===== config.mk =====
export PLATFORM = sky130hd
export DESIGN_NAME = vc1_cell
export DESIGN_NICKNAME = d
export VERILOG_FILES = /design/src/design/vc1_pkg.sv /design/src/design/vc1_cell.sv
export SDC_FILE = /design/constraint.sdc
export NUM_CORES = 1
export LEC_CHECK = 0
export ABC_AREA = 1
export BUFFER_PORTS_ARGS = -buffer_cell sky130_fd_sc_hd__buf_2
export CAP_MARGIN = 30
export CORE_MARGIN = 2
export CORE_UTILIZATION = 62
export DETAILED_ROUTE_END_ITERATION = 7
export GPL_TIMING_DRIVEN = 0
export PLACE_DENSITY = 0.95
export SYNTH_ARGS = -nofsm -noshare
export SYNTH_HDL_FRONTEND = slang
export SYNTH_SLANG_ARGS = --single-unit

===== constraint.sdc =====
create_clock -name i_clk -period 7.8 [get_ports i_clk]
set_input_delay 2.34 -clock i_clk [delete_from_list [all_inputs] [get_ports i_clk]]
set_output_delay 2.34 -clock i_clk [all_outputs]
set_load 0.02 [all_outputs]

===== src/design/vc1_pkg.sv =====
// shared constants and types for the valid 1-d convolution core
// no dependencies; compiled first
package vc1_pkg;

    localparam int MAX_TAPS_DEF    = 16;
    localparam int SAMPLE_BITS_DEF = 16;
    localparam int CFG_BITS        = 5;
    localparam int TAP_BITS        = 4;
    localparam int RESULT_BITS     = 36;
    localparam int POS_BITS        = 16;
    localparam int SEEN_BITS       = 17;

    // per-cycle control broadcast to every cell of the tap chain
    typedef struct packed {
        logic load;   // sample request accepted: shift history, take window copy
        logic clear;  // accepted sample ends the frame: zero the history
        logic align;  // move the window copy one cell up
    } t_cell_ctl;

endpackage


===== src/design/vc1_cell.sv =====
// one tap cell: history sample, window copy, weight, product and partial sum
// depends on vc1_pkg
module vc1_cell #(
    parameter int SAMPLE_BITS = vc1_pkg::SAMPLE_BITS_DEF
) (
    input  logic                                   i_clk,
    input  logic                                   i_rst_n,
    input  vc1_pkg::t_cell_ctl                     i_ctl,
    input  logic                                   i_w_we,
    input  logic signed [SAMPLE_BITS-1:0]          i_w_data,
    input  logic signed [SAMPLE_BITS-1:0]          i_s_prev,
    input  logic signed [SAMPLE_BITS-1:0]          i_c_prev,
    input  logic signed [vc1_pkg::RESULT_BITS-1:0] i_psum_prev,
    output logic signed [SAMPLE_BITS-1:0]          o_s,
    output logic signed [SAMPLE_BITS-1:0]          o_c,
    output logic signed [vc1_pkg::RESULT_BITS-1:0] o_psum
);
    localparam int RW = vc1_pkg::RESULT_BITS;

    logic signed [SAMPLE_BITS-1:0]   r_s;
    logic signed [SAMPLE_BITS-1:0]   r_w;
    logic signed [SAMPLE_BITS-1:0]   r_c;
    logic signed [RW-1:0]            r_p;
    logic signed [RW-1:0]            r_psum;
    logic signed [2*SAMPLE_BITS-1:0] prod;

    assign prod = r_c * r_w;

    // history and weights are architectural state
    always_ff @(posedge i_clk) begin
        if (!i_rst_n) begin
            r_s <= '0;
            r_w <= '0;
        end else begin
            if (i_ctl.load) begin
                r_s <= i_ctl.clear ? '0 : i_s_prev;
            end
            if (i_w_we) begin
                r_w <= i_w_data;
            end
        end
    end

    // window copy, product and partial sum run freely
    always_ff @(posedge i_clk) begin
        if (i_ctl.load) begin
            r_c <= i_s_prev;
        end else if (i_ctl.align) begin
            r_c <= i_c_prev;
        end
        r_p    <= RW'(prod);
        r_psum <= i_psum_prev + r_p;
    end

    assign o_s    = r_s;
    assign o_c    = r_c;
    assign o_psum = r_psum;
endmodule


==> tab_implementation.tex, run 1 <==
\begin{tabular}{lr}
\hline
Metric & Value \\
\hline
\multicolumn{2}{l}{\textbf{Status}} \\
Run status & finished, final reports clean \\
\multicolumn{2}{l}{\textbf{Detailed routing}} \\
Total length of routed met3 wires & 4.59 mm \\
Post-DR vias/cell & 5.44 \\
Starting DRT DRC Count & 1463 \\
Sum of routed wire length over all layers & 47.3 mm \\
First drt pass iteration count & 8 \\
Routed wl met2 & 22.9 mm \\
Final routed DRC violation total & 0 \\
Post-detailed-route count of antenna-violating nets & 0 \\
Met1 wire length & 17.2 mm \\
Routed length per instance & 16.9 µm \\
Number of vias after detailed routing & 15256 \\
Top layer in use & met4 \\
\multicolumn{2}{l}{\textbf{Critical path}} \\
Worst EP arrival & 6.97 ns \\
Worst Path Required & 8.13 ns \\
Worst setup SP type & register \\
Most used cell, CP & inv\_1 \\
CP Buf/Inv Count & 9 \\
Setup slack, reg-to-reg & 1.15 ns \\
Slowest stage cell, crit path & clkbuf\_1 \\
Endpoint class of the critical path & register \\
Cell family contributing the most delay on the critical path & adder cells \\
Setup Crit Path Kind & reg2reg \\
Cell breakdown of the critical path & clkbuf\_1, clkbuf\_1, nand2\_1, fa\_1, inv\_1, fa\_1, inv\_1, fa\_1, inv\_1, fa\_1, fa\_1, inv\_1, fa\_1, inv\_1, ha\_1, nand2\_1, o21ai\_0, inv\_1, nand3\_2, nand2\_1, nand3\_1, inv\_1, nand2\_1, nand2\_1 \\
Critical path peak fanout & 10 \\
Delay of the slowest critical-path stage & 0.64 ns \\
\multicolumn{2}{l}{\textbf{Placed design}} \\
Number of port buffers & 156 \\
Number of instances in the placed design & 2771 \\
DP Wirelength & 39.3 mm \\
Worst setup timing slack at the placement stage & 1.25 ns \\
RePlAce Congestion & 1.03 \\
\multicolumn{2}{l}{\textbf{Clock network}} \\
Clock root buffer & clkbuf\_16 \\
Deepest level of the CTS H-tree & 4 \\
Clk Latency, worst-skew pair & 0.44 ns \\
Clock buffers created by TritonCTS & 17 \\
\# resized after CTS & 0 \\
Number of buffers on the longest clock path & 2 \\
CTS tree & done \\
Post-CTS setup-driven buffer insertion count & 0 \\
Clock transition at the register clock pins on the worst setup and hold paths after CTS & 0.08 ns \\
Hold-fix buffer count after cts & 0 \\
Clk sink count & 116 \\
\multicolumn{2}{l}{\textbf{Power and ir drop}} \\
Overall power after layout & 8260 µW \\
P\_sw & 4660 µW \\
Flop pwr share & 11.5\% \\
LEAKAGE & 0.0108 µW \\
Worst IR drop on VDD & 0.418 mV \\
Combinational Power Share & 79.1\% \\
Total power density per cell area & 448 mW/mm² \\
Clk network pwr share & 9.4\% \\
Pint & 3600 µW \\
Proportion of total power due to net switching & 56.4\% \\
\multicolumn{2}{l}{\textbf{Worst hold path}} \\
Hold Crit Class & reg2reg \\
\multicolumn{2}{l}{\textbf{Synth}} \\
Syn. warnings & 0 \\
Post-synth cell types & 36 \\
Summed instance area of the synthesized netlist & 0.0167 mm² \\
Most frequent cell after synthesis & nand2\_1 \\
Post-Syn Instances & 2274 \\
Share of flip-flops with an asynchronous set or reset & 0\% \\
Top post-synthesis cells by area & fa\_1 32\%, nand2\_1 15\%, inv\_1 13\% \\
Yosys top cell by area & fa\_1 \\
Mean instance size in the synthesized netlist & 7.33 µm² \\
Share of the synthesized area in compound gates (AO/OA/AOI/OAI) & 4.45\% \\
Leading register cell type out of synthesis & dfxtp\_1 \\
Leading cell types by count after synthesis & 649 x nand2\_1, 589 x inv\_1, 263 x fa\_1 \\
Synthesized Nets & 2744 \\
Sequential area share after synthesis & 14.9\% \\
Main combinational cell family by area after synthesis & adder cells \\
Number of synthesized flops with an enable pin & 16 \\
Post-synthesis share of cell area spent on and, or, nand and nor gates & 23.2\% \\
Area share of the largest cell type after synthesis & 31.6\% \\
Multiplexer fraction of the synthesized cell area & 0\% \\
Register bit total from synthesis & 116 \\
Synthesized-area fraction occupied by xor and xnor cells & 2.10\% \\
Post-synthesis adder-cell area fraction & 40.4\% \\
\multicolumn{2}{l}{\textbf{Die}} \\
Die width & 168 µm \\
Core area & 0.0267 mm² \\
Initial core utilization & 62.5\% \\
I/O pin count & 158 \\
Placement row count & 60 \\
Area of the die & 0.0282 mm² \\
Die Y-Extent & 168 µm \\
\multicolumn{2}{l}{\textbf{Finish}} \\
Area of all sequential standard cells & 0.00248 mm² \\
Fin cells & 2803 \\
Share of final-layout standard cells stronger than drive strength 1 & 9.87\% \\
Multi-input combinational cell area & 0.0117 mm² \\
Count of fill cells added during filler insertion & 2109 \\
Antenna diode instance count & 0 \\
Final net count & 2919 \\
Relative area change from synthesis to final layout & 10.6\% \\
\multicolumn{2}{l}{\textbf{Timing}} \\
Hold WS & 0.437 ns \\
Worst-case clock skew & 0.0232 ns \\
FMAX & 150 MHz \\
Final cycle utilization of the critical path & 85.2\% \\
Max Slew Vio Count & 0 \\
Slew HR & 43.8\% \\
Post-Route Setup TNS & 0 ns \\
Number of hold violations in the final report & 0 \\
Transition time of the tightest slew-check pin & 0.843 ns \\
Count of final setup violators & 0 \\
Setup slack of the critical path after layout & 1.15 ns \\
Setup repair after global routing missed its margin & false \\
Clock period minus final worst setup slack & 6.65 ns \\
\multicolumn{2}{l}{\textbf{Job}} \\
Count of max-cap constraint violations & 0 \\
\multicolumn{2}{l}{\textbf{Global route}} \\
Initial antenna violation count & 0 \\
Global-route wire length before repair & 76.2 mm \\
Overflow after GRT & 0 \\
Maximum number of pins on one net before global-route repair & 17 \\
GRT Overall Usage & 34.7\% \\
Vias in the first global route & 15810 \\
\hline
\end{tabular}
==> logic make-up after synthesis <==
logic type,after synthesis
compound gates,136
xor+xnor,40
fa+ha+maj,380
buf+inv,662
flops,116
simple gates,940
==> sequential cells by signal, indices dropped and copies added, names as in the netlist <==
name    cells
r_p        32
r_w        16
o_s        16
o_c        16
o_psum     36
==> layout by cell type, fill, tap and decap left out, types with 5 or more instances in the layout <==
| cell | count |
|---|---|
| a21oi_1 | 71 |
| a21oi_2 | 5 |
| buf_2 | 156 |
| clkbuf_1 | 68 |
| clkbuf_16 | 17 |
| clkinv_2 | 5 |
| dfxtp_1 | 100 |
| edfxtp_1 | 16 |
| fa_1 | 263 |
| ha_1 | 117 |
| inv_1 | 589 |
| nand2_1 | 649 |
| nand2_2 | 19 |
| nand3_1 | 83 |
| nand3_2 | 5 |
| nand4_1 | 17 |
| nor2_1 | 121 |
| nor2_2 | 10 |
| nor3_1 | 18 |
| o21ai_0 | 40 |
| o21bai_1 | 9 |
| or2_2 | 8 |
| xnor2_1 | 7 |
| xor2_1 | 33 |
==> final cells by class <==
cell class / instances / area share (%)
Multi-Input combinational cell: 1496 / 63.5
Sequential cell: 116 / 13.5
Inverter: 594 / 12.1
Timing Repair Buffer: 156 / 4.24
Clock buffer: 19 / 2.40
Tap cell: 341 / 2.32
Buffer: 68 / 1.39
Clock inverter: 13 / 0.591
==> final timing paths <==
path / startpoint / depth (start not counted) / endpoint
worst max-delay path: o_c[7] / 24 / r_p[31]
worst min-delay path: r_p[0] / 1 / o_psum[0]
worst max register to register: o_c[7] / 24 / r_p[31]
worst min register to register: r_p[0] / 1 / o_psum[0]
==> per-stage QoR <==
step / utilization (%) / instance area [µm²]
2_1_floorplan: - / 16700
3_3_place_gp: 67.0 / 17900
3_5_place_dp: 67.0 / 17900
4_1_cts: 69.1 / 18400
5_1_grt: 69.1 / 18400
6_report: 69.1 / 18400
==> routing by layer <==
layer	vias to the layer above	GRT usage, %
li1	6990	-
met1	7131	41.8
met2	918	60.1
met3	217	5.92
met4	0	18.3
met5	-	0
==> power by group through the flow <==
stage          combinational (µW)  sequential [µW]  clock (µW)
6_report                     6530              952         776
2_1_floorplan                4570             1070           0
4_1_cts                      6450              949         772
3_5_place_dp                 6410              961           0
3_3_place_gp                 6210              956           0
5_1_grt                      7360              964         797
==> worst register-to-register path, stage by stage (launching register included) <==
cell and delay, ns:
edfxtp_1 0.35, clkbuf_1 0.45, clkbuf_1 0.64, nand2_1 0.18
fa_1 0.57, inv_1 0.06, fa_1 0.52, inv_1 0.06
fa_1 0.55, inv_1 0.06, fa_1 0.47, fa_1 0.50
inv_1 0.05, fa_1 0.54, inv_1 0.06, ha_1 0.37
nand2_1 0.13, o21ai_0 0.35, inv_1 0.12, nand3_2 0.14
nand2_1 0.08, nand3_1 0.16, inv_1 0.06, nand2_1 0.06
nand2_1 0.04
No activity file was read; power rests on OpenSTA's default activity.
==> run 2, diff against run 1 <==
--- a/config.mk
+++ b/config.mk
@@ -5,7 +5,7 @@
 export SDC_FILE = /design/constraint.sdc
 export NUM_CORES = 1
 export LEC_CHECK = 0
-export ABC_AREA = 1
+export ABC_AREA = 0
 export BUFFER_PORTS_ARGS = -buffer_cell sky130_fd_sc_hd__buf_2
 export CAP_MARGIN = 30
 export CORE_MARGIN = 2
==> run 2 against run 1 <==
Combinational power fell by 43%. Flip-flop and latch count did not move. Synthesized cell count fell by 31%. Via count fell by 24%. Critical path depth fell by 2. First-iteration DRC count fell by 41%. Worst hold slack improved by 0.019 ns. Non-clock buffer count fell by 24.
==> tab_implementation.tex, run 2 <==
\begin{tabular}{lr}
\hline
Metric & Value \\
\hline
\multicolumn{2}{l}{\textbf{Critical path}} \\
Critical path peak fanout & 10 (unchanged) \\
CP Buf/Inv Count & 4 (was 9) \\
Cell breakdown of the critical path & clkbuf\_1, nand2\_1, fa\_1, fa\_1, fa\_1, inv\_1, fa\_1, fa\_1, inv\_1, fa\_1, inv\_1, ha\_1, and4\_1, or3b\_1, nor3\_1, or3\_4, a221oi\_2, a31oi\_1, nor3\_1, o21bai\_1, a21oi\_1, xnor2\_1 (was clkbuf\_1, clkbuf\_1, nand2\_1, fa\_1, inv\_1, fa\_1, inv\_1, fa\_1, inv\_1, fa\_1, fa\_1, inv\_1, fa\_1, inv\_1, ha\_1, nand2\_1, o21ai\_0, inv\_1, nand3\_2, nand2\_1, nand3\_1, inv\_1, nand2\_1, nand2\_1) \\
Worst EP arrival & 7.60 ns (was 6.97 ns) \\
Setup Crit Path Kind & reg2reg (unchanged) \\
Most used cell, CP & fa\_1 (was inv\_1) \\
Slowest stage cell, crit path & edfxtp\_1 (was clkbuf\_1) \\
Worst setup SP type & register (unchanged) \\
Worst Path Required & 8.14 ns (was 8.13 ns) \\
Cell family contributing the most delay on the critical path & adder cells (unchanged) \\
Delay of the slowest critical-path stage & 0.64 ns (about the same) \\
Endpoint class of the critical path & register (unchanged) \\
\multicolumn{2}{l}{\textbf{Synth}} \\
Share of flip-flops with an asynchronous set or reset & 0\% (unchanged) \\
Syn. warnings & 0 (unchanged) \\
Yosys top cell by area & fa\_1 (unchanged) \\
Mean instance size in the synthesized netlist & 9.39 µm² (was 7.33 µm²) \\
Leading cell types by count after synthesis & 348 x inv\_1, 263 x fa\_1, 155 x nand2\_1 (was 649 x nand2\_1, 589 x inv\_1, 263 x fa\_1) \\
Most frequent cell after synthesis & inv\_1 (was nand2\_1) \\
Number of synthesized flops with an enable pin & 16 (unchanged) \\
Area share of the largest cell type after synthesis & 35.7\% (was 31.6\%) \\
Top post-synthesis cells by area & fa\_1 36\%, dfxtp\_1 14\%, ha\_1 9.9\% (was fa\_1 32\%, nand2\_1 15\%, inv\_1 13\%) \\
Register bit total from synthesis & 116 (unchanged) \\
Leading register cell type out of synthesis & dfxtp\_1 (unchanged) \\
Summed instance area of the synthesized netlist & 0.0148 mm² (was 0.0167 mm²) \\
Synthesized Nets & 2043 (was 2744) \\
Post-synth cell types & 60 (was 36) \\
Post-Syn Instances & 1573 (was 2274) \\
Sequential area share after synthesis & 16.8\% (was 14.9\%) \\
\multicolumn{2}{l}{\textbf{Timing}} \\
Post-Route Setup TNS & 0 ns (unchanged) \\
Clock period minus final worst setup slack & 7.25 ns (was 6.65 ns) \\
Worst-case clock skew & 0.0144 ns (was 0.0232 ns) \\
Number of hold violations in the final report & 0 (unchanged) \\
Count of final setup violators & 0 (unchanged) \\
Final cycle utilization of the critical path & 93.0\% (was 85.2\%) \\
Setup repair after global routing missed its margin & false (unchanged) \\
Setup slack of the critical path after layout & 0.549 ns (was 1.15 ns) \\
FMAX & 138 MHz (was 150 MHz) \\
Transition time of the tightest slew-check pin & 0.800 ns (was 0.843 ns) \\
Slew HR & 46.7\% (was 43.8\%) \\
Max Slew Vio Count & 0 (unchanged) \\
\multicolumn{2}{l}{\textbf{Finish}} \\
Area of all sequential standard cells & 0.00248 mm² (unchanged) \\
Max FFs per register & 36 (unchanged) \\
Multi-input combinational cell area & 0.0108 mm² (was 0.0117 mm²) \\
Count of fill cells added during filler insertion & 1687 (was 2109) \\
Most common library cell in the layout ignoring fill and taps & inv\_1 (was nand2\_1) \\
Final net count & 2217 (was 2919) \\
Commonest cells after routing, fill and taps aside & 348 x inv\_1, 263 x fa\_1, 156 x buf\_2 (was 649 x nand2\_1, 589 x inv\_1, 263 x fa\_1) \\
Share of final-layout standard cells stronger than drive strength 1 & 11.5\% (was 9.87\%) \\
Relative area change from synthesis to final layout & 12.1\% (was 10.6\%) \\
\multicolumn{2}{l}{\textbf{Die}} \\
Placement row count & 56 (was 60) \\
Initial core utilization & 63.1\% (was 62.5\%) \\
Die width & 158 µm (was 168 µm) \\
I/O pin count & 158 (unchanged) \\
Area of the die & 0.0251 mm² (was 0.0282 mm²) \\
Die Y-Extent & 158 µm (was 168 µm) \\
Core area & 0.0234 mm² (was 0.0267 mm²) \\
\multicolumn{2}{l}{\textbf{Detailed routing}} \\
Total length of routed met3 wires & 3.15 mm (was 4.59 mm) \\
Post-DR vias/cell & 5.61 (was 5.44) \\
Post-detailed-route count of antenna-violating nets & 0 (unchanged) \\
Sum of routed wire length over all layers & 37.8 mm (was 47.3 mm) \\
Routed wl met2 & 18.2 mm (was 22.9 mm) \\
Met1 wire length & 14.2 mm (was 17.2 mm) \\
First drt pass iteration count & 5 (was 8) \\
Number of vias after detailed routing & 11664 (was 15256) \\
Final routed DRC violation total & 0 (unchanged) \\
Routed length per instance & 18.2 µm (was 16.9 µm) \\
Starting DRT DRC Count & 865 (was 1463) \\
Top layer in use & met4 (unchanged) \\
\multicolumn{2}{l}{\textbf{Clock network}} \\
Clk sink count & 116 (unchanged) \\
Deepest level of the CTS H-tree & 4 (unchanged) \\
CTS tree & done (unchanged) \\
\# resized after CTS & 0 (unchanged) \\
Clock root buffer & clkbuf\_16 (unchanged) \\
Clk Latency, worst-skew pair & 0.43 ns (was 0.44 ns) \\
Post-CTS setup-driven buffer insertion count & 0 (unchanged) \\
Clock transition at the register clock pins on the worst setup and hold paths after CTS & 0.07 ns (was 0.08 ns) \\
Number of buffers on the longest clock path & 2 (unchanged) \\
Clock buffers created by TritonCTS & 17 (unchanged) \\
Hold-fix buffer count after cts & 0 (unchanged) \\
\multicolumn{2}{l}{\textbf{Placed design}} \\
Worst setup timing slack at the placement stage & 0.858 ns (was 1.25 ns) \\
RePlAce Congestion & 1.00 (was 1.03) \\
DP Wirelength & 29.9 mm (was 39.3 mm) \\
Number of port buffers & 155 (was 156) \\
\multicolumn{2}{l}{\textbf{Global route}} \\
GRT Overall Usage & 32.2\% (was 34.7\%) \\
Global-route wire length before repair & 61.7 mm (was 76.2 mm) \\
Maximum number of pins on one net before global-route repair & 17 (unchanged) \\
Initial antenna violation count & 0 (unchanged) \\
Vias in the first global route & 12676 (was 15810) \\
Overflow after GRT & 0 (unchanged) \\
\multicolumn{2}{l}{\textbf{Power and ir drop}} \\
LEAKAGE & 0.00836 µW (was 0.0108 µW) \\
Worst IR drop on VDD & 0.236 mV (was 0.418 mV) \\
Total power density per cell area & 330 mW/mm² (was 448 mW/mm²) \\
\multicolumn{2}{l}{\textbf{Worst hold path}} \\
Hold Crit Class & reg2reg (unchanged) \\
\multicolumn{2}{l}{\textbf{Status}} \\
Run status & finished, final reports clean (unchanged) \\
\multicolumn{2}{l}{\textbf{Job}} \\
Count of max-cap constraint violations & 0 (unchanged) \\
\hline
\end{tabular}
run 2: cell count changes after synthesis, moves of 16 or more:
cell      change
a21o_1       +21
a21oi_1      -21
and2_1      +139
clkbuf_1     -24
inv_1       -241
mux2i_1      +16
nand2_1     -494
nand2_2      -19
nand3_1      -79
nor2_1       -77
nor2b_1      +21
xnor2_1      +43
run 2: report_power, final:
part           internal, µW  switching, µW
Clock                   462            375
Combinational          1520           2170
Sequential              841           96.5
run 2: logic make-up after synthesis:
group           Yosys count  synth area share, %
mux                      17                 1.16
buf+inv                 393                 10.0
flops                   116                 16.8
fa+ha+maj               380                 45.6
simple gates            408                 14.0
compound gates          191                 8.47
xor+xnor                 68                 4.03
run 2: final timing paths:
check	cells after the start	endpoint	slack (ns)	startpoint
min	1	o_psum[0]	0.46	r_p[0]
max	22	r_p[31]	0.55	o_c[9]
max reg2reg	22	r_p[31]	0.55	o_c[9]
min reg2reg	1	o_psum[0]	0.46	r_p[0]
run 2: worst reg2reg max path: stages, from the launching register on:
cell and delay (ns):
edfxtp_1 0.64, clkbuf_1 0.52, nand2_1 0.22, fa_1 0.57
fa_1 0.47, fa_1 0.54, inv_1 0.06, fa_1 0.50
fa_1 0.50, inv_1 0.07, fa_1 0.50, inv_1 0.05
ha_1 0.35, and4_1 0.29, or3b_1 0.18, nor3_1 0.04
or3_4 0.39, a221oi_2 0.35, a31oi_1 0.22, nor3_1 0.26
o21bai_1 0.10, a21oi_1 0.18, xnor2_1 0.15
run 2: layer usage:
layer | track usage [%] | up-vias
li1 | - | 5170
met1 | 38.2 | 5717
met2 | 54.3 | 585
met3 | 7.62 | 192
met4 | 18.1 | 0
met5 | 0 | -
run 2: area by class of cell:
class / count / area share (%)
Inverter: 348 / 7.89
Tap cell: 319 / 2.41
Antenna cell: 1 / 0.0151
Clock buffer: 17 / 2.57
Buffer: 45 / 1.03
Multi-Input combinational cell: 1064 / 65.3
Sequential cell: 116 / 15.0
Clock inverter: 15 / 1.11
Timing Repair Buffer: 155 / 4.69
run 2: through the flow:
step / cell area, µm² / utilization, % / hold slack [ns] / power, µW / std cells
6_report: 16600 / 70.7 / 0.455 / 5470 / 2080
5_1_grt: 16500 / 70.7 / 0.482 / 5950 / 2079
4_1_cts: 16500 / 70.7 / 0.457 / 5430 / 2079
3_5_place_dp: 15900 / 68.1 / 0.437 / 4550 / 2047
3_3_place_gp: 15900 / 68.1 / 0.424 / 4360 / 2047
2_1_floorplan: 14800 / - / 0.420 / 3640 / 1573
==> run 3, diff against run 2 <==
--- a/config.mk
+++ b/config.mk
@@ -8,6 +8,7 @@
 export ABC_AREA = 0
 export BUFFER_PORTS_ARGS = -buffer_cell sky130_fd_sc_hd__buf_2
 export CAP_MARGIN = 30
+export CORE_ASPECT_RATIO = 1.75
 export CORE_MARGIN = 2
 export CORE_UTILIZATION = 62
 export DETAILED_ROUTE_END_ITERATION = 7
==> run 3 against run 2 <==
Maximum frequency fell by 0.47%. Worst hold slack got worse by 0.00097 ns. Global-route usage rose by 0.29 points. First-iteration DRC count fell by 19%. Routed wire length rose by 1.3%. Non-clock buffer count did not move. Setup slack got worse by 0.034 ns. Clock skew rose by 0.0044 ns. Register-to-register slack got worse by 0.03 ns. Count of clock-buffer cells in the layout rose by 2. Sequential share of layout area rose by 0.053 points. Critical endpoint unchanged. Largest power group unchanged.
==> tab_implementation.tex, run 3 (synthesis results as in run 2) <==
\begin{tabular}{lr}
\hline
Metric & Value \\
\hline
\multicolumn{2}{l}{\textbf{Die}} \\
Initial core utilization & 63.3\% (was 63.1\%) \\
Die Y-Extent & 208 µm (was 158 µm) \\
Area of the die & 0.0251 mm² (about the same) \\
Die width & 121 µm (was 158 µm) \\
I/O pin count & 158 (unchanged) \\
Core area & 0.0233 mm² (was 0.0234 mm²) \\
Placement row count & 74 (was 56) \\
\multicolumn{2}{l}{\textbf{Critical path}} \\
Worst EP arrival & 7.65 ns (was 7.60 ns) \\
Cell family contributing the most delay on the critical path & adder cells (unchanged) \\
Cell breakdown of the critical path & clkbuf\_1, nand2\_1, fa\_1, fa\_1, fa\_1, inv\_1, fa\_1, fa\_1, inv\_1, fa\_1, inv\_1, ha\_1, and4\_1, or3b\_1, nor3\_1, or3\_4, a221oi\_2, a31oi\_1, nor3\_1, o21bai\_1, a21oi\_1, xnor2\_1 (unchanged) \\
Endpoint class of the critical path & register (unchanged) \\
Critical path peak fanout & 10 (unchanged) \\
Setup Crit Path Kind & reg2reg (unchanged) \\
Launch point of the critical path & o\_c[10] (was o\_c[9]) \\
Worst Path Required & 8.17 ns (was 8.14 ns) \\
Delay of the slowest critical-path stage & 0.60 ns (was 0.64 ns) \\
CP Buf/Inv Count & 4 (unchanged) \\
Slowest stage cell, crit path & edfxtp\_1 (unchanged) \\
Startpoint of the most critical register-to-register path & o\_c[10] (was o\_c[9]) \\
Worst setup SP type & register (unchanged) \\
Most used cell, CP & fa\_1 (unchanged) \\
\multicolumn{2}{l}{\textbf{Global route}} \\
Initial antenna violation count & 2 (was 0) \\
GRT Overall Usage & 32.5\% (was 32.2\%) \\
Overflow after GRT & 0 (unchanged) \\
Maximum number of pins on one net before global-route repair & 17 (unchanged) \\
Global-route wire length before repair & 62.8 mm (was 61.7 mm) \\
Vias in the first global route & 13174 (was 12676) \\
\multicolumn{2}{l}{\textbf{Detailed routing}} \\
Post-DR vias/cell & 5.66 (was 5.61) \\
Post-detailed-route count of antenna-violating nets & 0 (unchanged) \\
First drt pass iteration count & 6 (was 5) \\
Routed length per instance & 18.5 µm (was 18.2 µm) \\
Final routed DRC violation total & 0 (unchanged) \\
Starting DRT DRC Count & 703 (was 865) \\
Sum of routed wire length over all layers & 38.3 mm (was 37.8 mm) \\
Number of vias after detailed routing & 11691 (was 11664) \\
\multicolumn{2}{l}{\textbf{Power and ir drop}} \\
Overall power after layout & 5370 µW (was 5470 µW) \\
Proportion of total power due to net switching & 47.6\% (was 48.3\%) \\
Worst IR drop on VDD & 0.223 mV (was 0.236 mV) \\
Clk network pwr share & 14.1\% (was 15.3\%) \\
Flop pwr share & 17.4\% (was 17.2\%) \\
LEAKAGE & 0.00832 µW (was 0.00836 µW) \\
Combinational Power Share & 68.5\% (was 67.5\%) \\
Pint & 2810 µW (was 2830 µW) \\
P\_sw & 2560 µW (was 2640 µW) \\
Total power density per cell area & 326 mW/mm² (was 330 mW/mm²) \\
\multicolumn{2}{l}{\textbf{Timing}} \\
Slew HR & 52.0\% (was 46.7\%) \\
Worst-case clock skew & 0.0188 ns (was 0.0144 ns) \\
Max Slew Vio Count & 0 (unchanged) \\
Setup repair after global routing missed its margin & false (unchanged) \\
Post-Route Setup TNS & 0 ns (unchanged) \\
Number of hold violations in the final report & 0 (unchanged) \\
Clock period minus final worst setup slack & 7.29 ns (was 7.25 ns) \\
Final cycle utilization of the critical path & 93.4\% (was 93.0\%) \\
Transition time of the tightest slew-check pin & 0.720 ns (was 0.800 ns) \\
Count of final setup violators & 0 (unchanged) \\
FMAX & 137 MHz (was 138 MHz) \\
\multicolumn{2}{l}{\textbf{Finish}} \\
Final net count & 2217 (unchanged) \\
Share of final-layout standard cells stronger than drive strength 1 & 11.4\% (was 11.5\%) \\
Max FFs per register & 36 (unchanged) \\
Relative area change from synthesis to final layout & 11.7\% (was 12.1\%) \\
Commonest cells after routing, fill and taps aside & 348 x inv\_1, 263 x fa\_1, 156 x buf\_2 (unchanged) \\
Most common library cell in the layout ignoring fill and taps & inv\_1 (unchanged) \\
Count of fill cells added during filler insertion & 1704 (was 1687) \\
\multicolumn{2}{l}{\textbf{Placed design}} \\
DP Wirelength & 31.8 mm (was 29.9 mm) \\
Number of port buffers & 155 (unchanged) \\
RePlAce Congestion & 0.997 (was 1.00) \\
\multicolumn{2}{l}{\textbf{Clock network}} \\
Hold-fix buffer count after cts & 0 (unchanged) \\
Clock root buffer & clkbuf\_16 (unchanged) \\
Clk sink count & 116 (unchanged) \\
Deepest level of the CTS H-tree & 4 (unchanged) \\
Clock transition at the register clock pins on the worst setup and hold paths after CTS & 0.07 ns (about the same) \\
\# resized after CTS & 0 (unchanged) \\
Clk Latency, worst-skew pair & 0.45 ns (was 0.43 ns) \\
Post-CTS setup-driven buffer insertion count & 0 (unchanged) \\
Number of buffers on the longest clock path & 2 (unchanged) \\
CTS tree & done (unchanged) \\
Clock buffers created by TritonCTS & 17 (unchanged) \\
\multicolumn{2}{l}{\textbf{Job}} \\
Count of max-cap constraint violations & 0 (unchanged) \\
\multicolumn{2}{l}{\textbf{Worst hold path}} \\
Hold Crit Class & reg2reg (unchanged) \\
Startpoint of the lowest-slack hold path & r\_p[0] (unchanged) \\
\multicolumn{2}{l}{\textbf{Status}} \\
Run status & finished, final reports clean (unchanged) \\
\hline
\end{tabular}
[run 3: cell count changes in the layout (fill, tap and decap cells not counted), moves of 2 or more]
cell	before	now
inv_6	2	4
clkinvlp_4	1	4
inv_8	7	0
clkinv_8	2	0
diode_2	1	3
[run 3: area by class of cell]
cell class / instances / area [µm²] / area share, %
antenna: 3 / 7.51 / 0.0455
buffer: 45 / 170 / 1.03
clock buffer: 19 / 443 / 2.69
clock inverter: 13 / 121 / 0.736
inverter: 348 / 1310 / 7.92
multi-input combinational: 1064 / 10800 / 65.5
sequential: 116 / 2480 / 15.1
tap: 304 / 380 / 2.31
timing repair buffer: 155 / 776 / 4.70
[run 3: routing by layer]
metal	vias up	track usage, %	wire length, µm
li1	5172	-	-
met1	5699	31.4	12300
met2	578	59.8	20400
met3	242	6.17	2300
met4	0	23.9	3310
met5	-	0	0
[run 3: stage by stage]
step           instance area, µm²  std cells  worst slack (ns)  hold slack (ns)  util (%)
2_1_floorplan               14800       1573              1.60            0.420         -
3_3_place_gp                15900       2032             0.885            0.425      68.2
3_5_place_dp                15900       2032             0.590            0.440      68.2
4_1_cts                     16500       2064             0.636            0.460      70.7
5_1_grt                     16500       2066             0.106            0.463      70.7
6_report                    16500       2067             0.515            0.454      70.7
[run 3: worst register-to-register path, delay by kind of cell, from the launching register on]
family          cells  cell delay (ns)
fa+ha+maj           7             3.47
simple gates        6             1.37
compound gates      4             0.89
buf+inv             4             0.73
flops               1             0.60
xor+xnor            1             0.14
[run 3: path summary, 6_finish.rpt]
check	depth (start not counted)	slack, ns	end
setup reg to reg	22	0.51	r_p[31]
hold / removal	1	0.45	o_psum[0]
hold reg to reg	1	0.45	o_psum[0]
setup / recovery	22	0.51	r_p[31]
[run 3: power groups by stage]
| stage | Clock (µW) | Sequential, µW | Combinational, µW |
|---|---|---|---|
| after floorplan | 0 | 1050 | 2590 |
| after global placement | 0 | 940 | 3370 |
| after detailed placement | 0 | 946 | 3600 |
| after CTS | 767 | 935 | 3650 |
| after global routing | 791 | 952 | 4110 |
| final | 756 | 937 | 3680 |
